<file path="src/rtl/core/fp16_plane_rotation_unit_assert.svh">
// Assertion macros for the plane rotation unit.
// Used by fp16_plane_rotation_unit.sv; expects clk and rst_n in scope.
`ifndef FP16_PLANE_ROTATION_UNIT_ASSERT_SVH
`define FP16_PLANE_ROTATION_UNIT_ASSERT_SVH
`ifndef SYNTHESIS
`define FPROT_ASSERT_IMP(lbl, ante, cons) \
    lbl: assert property (@(posedge clk) disable iff (!rst_n) (ante) |-> cons) \
        else $error("assertion failed");
`define FPROT_ASSERT_NEXT(lbl, ante, cons) \
    lbl: assert property (@(posedge clk) disable iff (!rst_n) (ante) |=> cons) \
        else $error("assertion failed");
`else
`define FPROT_ASSERT_IMP(lbl, ante, cons)
`define FPROT_ASSERT_NEXT(lbl, ante, cons)
`endif
`endif

</file>
<file path="src/rtl/core/fprot_pkg.sv">
// Shared types, constants and the binary16 round-and-pack function.
// No dependencies; used by all modules of the plane rotation unit.
package fprot_pkg;

    localparam logic [15:0] COS_RESET = 16'h3C00;
    localparam logic [15:0] SIN_RESET = 16'h0000;
    localparam logic [15:0] QNAN      = 16'h7E00;
    localparam logic [14:0] INF_MAG   = 15'h7C00;

    localparam logic REG_COS = 1'b0;
    localparam logic REG_SIN = 1'b1;

    typedef struct packed {
        logic [15:0] x_value;
        logic [15:0] y_value;
        logic        last_in;
    } op_t;

    typedef struct packed {
        logic [15:0] x_rotated;
        logic [15:0] y_rotated;
        logic        last_out;
    } res_t;

    // value = sig * 2^e, rounded to nearest even into binary16
    function automatic logic [15:0] round_pack(input logic sgn, input logic [23:0] sig,
                                               input logic signed [7:0] e);
        logic [4:0]        lz;
        logic              found;
        logic signed [7:0] lsb;
        logic signed [7:0] sh;
        logic [48:0]       ext;
        logic [23:0]       q;
        logic              up;
        logic [17:0]       enc;
        logic [15:0]       res;
        lz    = 5'd24;
        found = 1'b0;
        for (int i = 23; i >= 0; i--)
        begin
            if (!found && sig[i])
            begin
                lz    = 5'(23 - i);
                found = 1'b1;
            end
        end
        lsb = e + 8'sd13 - $signed({3'b000, lz});
        if (lsb < -8'sd24)
        begin
            lsb = -8'sd24;
        end
        sh  = lsb - e;
        ext = '0;
        if (sh <= 8'sd0)
        begin
            q  = sig << unsigned'(-sh);
            up = 1'b0;
        end
        else
        begin
            if (sh > 8'sd25)
            begin
                sh = 8'sd25;
            end
            ext = {sig, 25'b0} >> unsigned'(sh);
            q   = ext[48:25];
            up  = ext[24] & ((|ext[23:0]) | ext[25]);
        end
        q   = q + 24'(up);
        // carry out of the significand rolls into the exponent field
        enc = {8'(lsb + 8'sd24), 10'b0} + 18'(q);
        if (sig == 24'd0)
        begin
            res = {sgn, 15'd0};
        end
        else if (enc >= 18'(INF_MAG))
        begin
            res = {sgn, INF_MAG};
        end
        else
        begin
            res = {sgn, enc[14:0]};
        end
        return res;
    endfunction

endpackage

</file>
<file path="src/rtl/core/fprot_mul.sv">
// binary16 multiplier, single-pass combinational, round to nearest even.
// Depends on fprot_pkg.
module fprot_mul
    import fprot_pkg::*;
(
    input  logic [15:0] a,
    input  logic [15:0] b,
    output logic [15:0] p
);

    logic              nan_a, nan_b, inf_a, inf_b, zero_a, zero_b, sgn;
    logic [4:0]        ea, eb;
    logic [10:0]       ma, mb;
    logic [21:0]       prod;
    logic signed [7:0] e;

    always_comb
    begin
        nan_a  = (a[14:10] == 5'h1F) && (a[9:0] != 10'd0);
        nan_b  = (b[14:10] == 5'h1F) && (b[9:0] != 10'd0);
        inf_a  = (a[14:10] == 5'h1F) && (a[9:0] == 10'd0);
        inf_b  = (b[14:10] == 5'h1F) && (b[9:0] == 10'd0);
        zero_a = (a[14:0] == 15'd0);
        zero_b = (b[14:0] == 15'd0);
        sgn    = a[15] ^ b[15];
        ea     = (a[14:10] == 5'd0) ? 5'd1 : a[14:10];
        eb     = (b[14:10] == 5'd0) ? 5'd1 : b[14:10];
        ma     = {a[14:10] != 5'd0, a[9:0]};
        mb     = {b[14:10] != 5'd0, b[9:0]};
        prod   = ma * mb;
        e      = $signed(8'(ea) + 8'(eb)) - 8'sd50;
        if (nan_a || nan_b || (inf_a && zero_b) || (inf_b && zero_a))
        begin
            p = QNAN;
        end
        else if (inf_a || inf_b)
        begin
            p = {sgn, INF_MAG};
        end
        else
        begin
            p = round_pack(sgn, {2'b00, prod}, e);
        end
    end

endmodule

</file>
<file path="src/rtl/core/fprot_add.sv">
// binary16 adder, single-pass combinational, round to nearest even.
// Depends on fprot_pkg.
module fprot_add
    import fprot_pkg::*;
(
    input  logic [15:0] a,
    input  logic [15:0] b,
    output logic [15:0] s
);

    logic [15:0]       big, sml;
    logic              nan_a, nan_b, inf_a, inf_b, eff_sub;
    logic [4:0]        eg, es, d;
    logic [10:0]       mg, ms;
    logic [26:0]       wide;
    logic [13:0]       bop;
    logic [14:0]       sum;
    logic signed [7:0] e;

    always_comb
    begin
        nan_a = (a[14:10] == 5'h1F) && (a[9:0] != 10'd0);
        nan_b = (b[14:10] == 5'h1F) && (b[9:0] != 10'd0);
        inf_a = (a[14:10] == 5'h1F) && (a[9:0] == 10'd0);
        inf_b = (b[14:10] == 5'h1F) && (b[9:0] == 10'd0);
        if (a[14:0] >= b[14:0])
        begin
            big = a;
            sml = b;
        end
        else
        begin
            big = b;
            sml = a;
        end
        eff_sub = a[15] ^ b[15];
        eg   = (big[14:10] == 5'd0) ? 5'd1 : big[14:10];
        es   = (sml[14:10] == 5'd0) ? 5'd1 : sml[14:10];
        mg   = {big[14:10] != 5'd0, big[9:0]};
        ms   = {sml[14:10] != 5'd0, sml[9:0]};
        d    = eg - es;
        if (d > 5'd16)
        begin
            d = 5'd16;
        end
        // two guard bits, everything below folded into a sticky lsb
        wide = {ms, 16'b0} >> d;
        bop  = {wide[26:14], wide[13] | (|wide[12:0])};
        sum  = eff_sub ? ({1'b0, mg, 3'b0} - {1'b0, bop})
                       : ({1'b0, mg, 3'b0} + {1'b0, bop});
        e    = $signed(8'(eg)) - 8'sd28;
        if (nan_a || nan_b || (inf_a && inf_b && eff_sub))
        begin
            s = QNAN;
        end
        else if (inf_a || inf_b)
        begin
            s = {big[15], INF_MAG};
        end
        else if (sum == 15'd0)
        begin
            s = {a[15] & b[15], 15'd0};
        end
        else
        begin
            s = round_pack(big[15], {9'd0, sum}, e);
        end
    end

endmodule

</file>
<file path="src/rtl/core/fp16_plane_rotation_unit.sv">
// Plane rotation on binary16 pairs: x' = c*x + s*y, y' = c*y - s*x.
// The done strobe follows the start transfer through the registers below; one pair per cycle.
// Operand register, product register (four multipliers), result register (two adders).
// busy is never raised and the receiver cannot stall; results are shown for one cycle.
// rst_n clears the pipeline valid bits and sets c = 1.0, s = 0.0.
module fp16_plane_rotation_unit
    import fprot_pkg::*;
(
    input  logic        clk,
    input  logic        rst_n,
    input  logic        start,
    output logic        busy,
    input  op_t         operands,
    output logic        done,
    output res_t        result,
    input  logic        cfg_we,
    input  logic        cfg_index,
    input  logic [15:0] cfg_wdata
);

    `include "fp16_plane_rotation_unit_assert.svh"

    logic [15:0] cos_reg, sin_reg;
    logic        op_valid_reg, prod_valid_reg, res_valid_reg;
    op_t         op_reg;
    logic [15:0] cx_next, sy_next, cy_next, sx_next;
    logic [15:0] cx_reg, sy_reg, cy_reg, sx_reg;
    logic        last_reg;
    logic [15:0] xr_next, yr_next;
    res_t        res_reg;

    assign busy = 1'b0;

    always_ff @(posedge clk or negedge rst_n)
    begin
        if (!rst_n)
        begin
            cos_reg        <= COS_RESET;
            sin_reg        <= SIN_RESET;
            op_valid_reg   <= 1'b0;
            prod_valid_reg <= 1'b0;
            res_valid_reg  <= 1'b0;
        end
        else
        begin
            if (cfg_we)
            begin
                unique case (cfg_index)
                    REG_COS: cos_reg <= cfg_wdata;
                    REG_SIN: sin_reg <= cfg_wdata;
                    default: cos_reg <= cos_reg;
                endcase
            end
            op_valid_reg   <= start & ~busy;
            prod_valid_reg <= op_valid_reg;
            res_valid_reg  <= prod_valid_reg;
        end
    end

    always_ff @(posedge clk)
    begin
        op_reg   <= operands;
        cx_reg   <= cx_next;
        sy_reg   <= sy_next;
        cy_reg   <= cy_next;
        sx_reg   <= sx_next;
        last_reg <= op_reg.last_in;
        res_reg  <= '{x_rotated: xr_next, y_rotated: yr_next, last_out: last_reg};
    end

    fprot_mul u_mul_cx (.a(cos_reg), .b(op_reg.x_value), .p(cx_next));
    fprot_mul u_mul_sy (.a(sin_reg), .b(op_reg.y_value), .p(sy_next));
    fprot_mul u_mul_cy (.a(cos_reg), .b(op_reg.y_value), .p(cy_next));
    fprot_mul u_mul_sx (.a(sin_reg), .b(op_reg.x_value), .p(sx_next));

    fprot_add u_add_x (.a(cx_reg), .b(sy_reg), .s(xr_next));
    // subtraction by flipping the sign of s*x
    fprot_add u_add_y (.a(cy_reg), .b({~sx_reg[15], sx_reg[14:0]}), .s(yr_next));

    assign done   = res_valid_reg;
    assign result = res_reg;

    `FPROT_ASSERT_NEXT(a_latency, start && !busy, ##2 done)
    `FPROT_ASSERT_NEXT(a_no_spurious, !prod_valid_reg, !done)
    `FPROT_ASSERT_IMP(a_no_busy, start, !busy)

endmodule
</file>
<file path="config.mk">
export PLATFORM = sky130hd
export DESIGN_NAME = fp16_plane_rotation_unit
export DESIGN_NICKNAME = d
export VERILOG_FILES = /design/src/rtl/core/fprot_pkg.sv /design/src/rtl/core/fprot_mul.sv /design/src/rtl/core/fprot_add.sv /design/src/rtl/core/fp16_plane_rotation_unit.sv
export VERILOG_INCLUDE_DIRS = /design/src /design/src/rtl/core
export SDC_FILE = /design/constraint.sdc
export NUM_CORES = 2
export LEC_CHECK = 0
export ABC_AREA = 1
export BUFFER_PORTS_ARGS = -buffer_cell sky130_fd_sc_hd__buf_4
export CAP_MARGIN = 20
export CORE_ASPECT_RATIO = 0.8
export CORE_MARGIN = 10
export CORE_UTILIZATION = 40
export CTS_CLUSTER_SIZE = 8
export DETAILED_ROUTE_END_ITERATION = 10
export MAX_ROUTING_LAYER = met4
export SYNTH_ARGS = -nofsm -noshare
export SYNTH_HDL_FRONTEND = slang
export SYNTH_SLANG_ARGS = --single-unit
</file>
<file path="constraint.sdc">
create_clock -name clk -period 46.6 [get_ports clk]
set_clock_uncertainty 0.2 [all_clocks]
set_input_delay 13.98 -clock clk [delete_from_list [all_inputs] [get_ports clk]]
set_output_delay 13.98 -clock clk [all_outputs]
set_load 0.02 [all_outputs]
</file>
==> impl_metrics.env <==
export IMPL_yosys_warnings=0
export IMPL_syn_avg_cell_area_um2=5.98
export IMPL_grt_pass1_vias=51200
export IMPL_portBuffers=87
export IMPL_hold_depth=0
export IMPL_area_growth_pct=4.61
export IMPL_crit_arrival_ns=19.59
export IMPL_nFillCells=14100
export IMPL_syn_cell_area_um2=52500
export IMPL_hold_buffers=0
export IMPL_wl_per_cell_um=16.6
export IMPL_fin_crit_sh_pct=41.5
export IMPL_hold_viol_final=0
export IMPL_ant_nets=0
export IMPL_ios=89
export IMPL_min_delay_start="last_reg"
export IMPL_clkTransAtPathRegs_ns=0.08
export IMPL_cts_htree_levels=4
export IMPL_die_w_um=425
export IMPL_grt_total_usage_pct=23.7
export IMPL_cpPeakStageDelay_ns=1.04
export IMPL_cts_tree="done"
export IMPL_synth_top_area_share_pct=16.9
export IMPL_rsz0062_at_grt="false"
export IMPL_clockBufferDepth=2
export IMPL_core_area_um2=130000
export IMPL_synth_cells=8787
export IMPL_drv_cap=0
export IMPL_r2r_start="sin_reg[5]"
export IMPL_final_nets=9551
export IMPL_cts_resized=0
export IMPL_synth_area_leaders="nand2_1 17%, fa_1 13%, ha_1 13%, inv_1 12%, o21ai_0 6.1%"
export IMPL_wl_um=172000
export IMPL_start_util_pct=40.4
export IMPL_die_area_um2=146000
export IMPL_final_max_slew_violation_count=0
export IMPL_r2r_end="sx_reg[5]"
export IMPL_cts_setup_buffers=0
export IMPL_min_delay_path_class="reg -> reg"
export IMPL_tightestPinTransition_ns=1.11
export IMPL_crit_path_end_kind="flip-flop"
export IMPL_cts_sinks=166
export IMPL_synth_edf_count=0
export IMPL_layout_drive_gt1_share_pct=4.60
export IMPL_dpl_hpwl_um=143000
export IMPL_setup_violations=0
export IMPL_gp_congestion=0.998
export IMPL_relSlewSlack_pct=25.1
export IMPL_reg2reg_depth=96
export IMPL_grt_max_degree=60
export IMPL_crit_required_ns=46.87
export IMPL_startpoint_type="flip-flop"
export IMPL_multi_input_area_um2=41300
export IMPL_antenna_found_initial=1
export IMPL_async_flop_share_pct=21.1
export IMPL_status="completed"
export IMPL_cpMostUsedCell="nor2_1"
export IMPL_crit_slowest_cell="dfrtp_1"
export IMPL_grt_pass1_wl_um=278000
export IMPL_fin_util_pct=42.3
export IMPL_gr_total_overflow=0
export IMPL_syn_nets=9707
export IMPL_numCtsBuffers=17
export IMPL_hold_path_end="result[0]"
export IMPL_root_buffer="clkbuf_16"
export IMPL_ys_ff_latch=166
export IMPL_die_h_um=344
export IMPL_drt_iter0_drc=5246
export IMPL_period_minus_slack_ns=19.32
export IMPL_clk_latency_ns=0.54
export IMPL_max_freq_mhz=51.8
export IMPL_yosys_most_used_dff="dfxtp_1"
export IMPL_synth_top_area_cell="nand2_1"
export IMPL_hold_ws_ns=0.130
export IMPL_drc=0
export IMPL_setup_tns_ns=0
export IMPL_seqCellArea_um2=3500
export IMPL_first_pass_iters=8
export IMPL_rrSetupSlack_ns=27.28
export IMPL_via_per_inst=5.30
export IMPL_worstSetupPathType="reg -> reg"
export IMPL_synth_distinct_cells=90
export IMPL_yosysSeqAreaShare_pct=6.67
export IMPL_rows=118
export IMPL_dr_total_vias=55100
export IMPL_critPathMaxFanout=30
==> layer usage <==
layer	vias to the layer above	wire length, µm	global-route usage, %
li1	27500	-	-
met1	25500	85200	34.5
met2	1892	71000	34.5
met3	158	12500	3.18
met4	0	3270	5.08
met5	-	0	-
==> how the worst max path moves through the flow <==
stage,start,to,slack (ns),cells past startpoint
floorplan,sin_reg[5],sx_reg[0],31.53,94
global placement,sin_reg[5],sx_reg[4],27.61,95
detailed placement,sin_reg[5],sx_reg[5],27.47,95
CTS,sin_reg[5],sx_reg[5],27.40,96
global route,sin_reg[5],sx_reg[5],25.35,95
finish,sin_reg[5],sx_reg[5],27.28,96
==> area by class of cell <==
cell class	instances	share of cell area (%)
multi-input cells	6627	75.2
inverters	1683	11.5
flip-flops and latches	166	6.38
well taps	1740	3.96
repair buffers	136	1.89
clock buffers	20	0.852
clock inverters	11	0.212
diodes	2	0.00911
==> per-stage QoR <==
step	instance area, µm²	cells	setup WS, ns
global route	54900	10400	25.35
detailed placement	54300	10300	27.47
CTS	54900	10400	27.40
floorplan	52500	8787	31.53
global placement	54300	10300	27.61
finish	54900	10400	27.28
==> logic make-up (layout without fill, tap and decap cells) <==
kind of cell,count (synthesis),count (layout),synth area share [%]
adder cells (fa/ha/maj),866,866,25.5
XOR/XNOR,260,260,4.42
AND/OR/NAND/NOR,4160,4160,34.0
multiplexers,30,30,0.572
flip-flops,166,166,6.67
buffers and inverters,1994,1850,14.7
other,1,3,0.00714
AO/OA/AOI/OAI,1310,1310,14.2
==> worst max-delay path: cells and delay by family, from the launching register on <==
family,cells,cell delay [ns]
flip-flops,1,1.04
adder cells (fa/ha/maj),13,4.82
AO/OA/AOI/OAI,24,4.14
XOR/XNOR,2,0.38
AND/OR/NAND/NOR,43,6.98
buffers and inverters,14,1.71
==> layout by cell type, fill, tap and decap left out, types with 11 or more instances in the layout <==
cell       instances
nand2_1         2365
inv_1           1641
nor2_1           659
o21ai_0          644
nand3_1          598
ha_1             528
fa_1             338
a21oi_1          287
xor2_1           165
nand4_1          140
buf_4            133
dfxtp_1          131
nor3_1           103
xnor2_1           91
o21ai_1           56
nand2_2           48
nor2_2            46
a31oi_1           43
nor4_1            42
o211ai_1          36
dfrtp_1           31
or2_2             30
mux2i_1           30
inv_2             29
o22ai_1           28
o21bai_1          27
nand3b_1          26
and2_1            22
o221ai_1          20
o21a_1            19
a21o_1            18
o31ai_1           18
clkbuf_16         18
nand3_2           16
or2_1             13
a211oi_1          13
clkinv_1          12
o21ai_2           12
a2111oi_0         11
nor2_4            11
==> cells in the mapped netlist (31+ instances only) <==
library cell	count
o21ai_0	644
ha_1	528
a21oi_1	287
dfrtp_1	31
o211ai_1	36
inv_1	1641
nor2_2	46
nand2_1	2365
nand3_1	598
nor3_1	103
nand2_2	48
fa_1	338
nand4_1	140
a31oi_1	43
buf_2	38
xor2_1	165
clkbuf_1	228
dfxtp_1	131
nor2_1	659
xnor2_1	91
o21ai_1	56
nor4_1	42
Power is left out: the tool's default activity adds up to more than one toggle a clock period on the data nets, which glitch-free logic cannot reach.
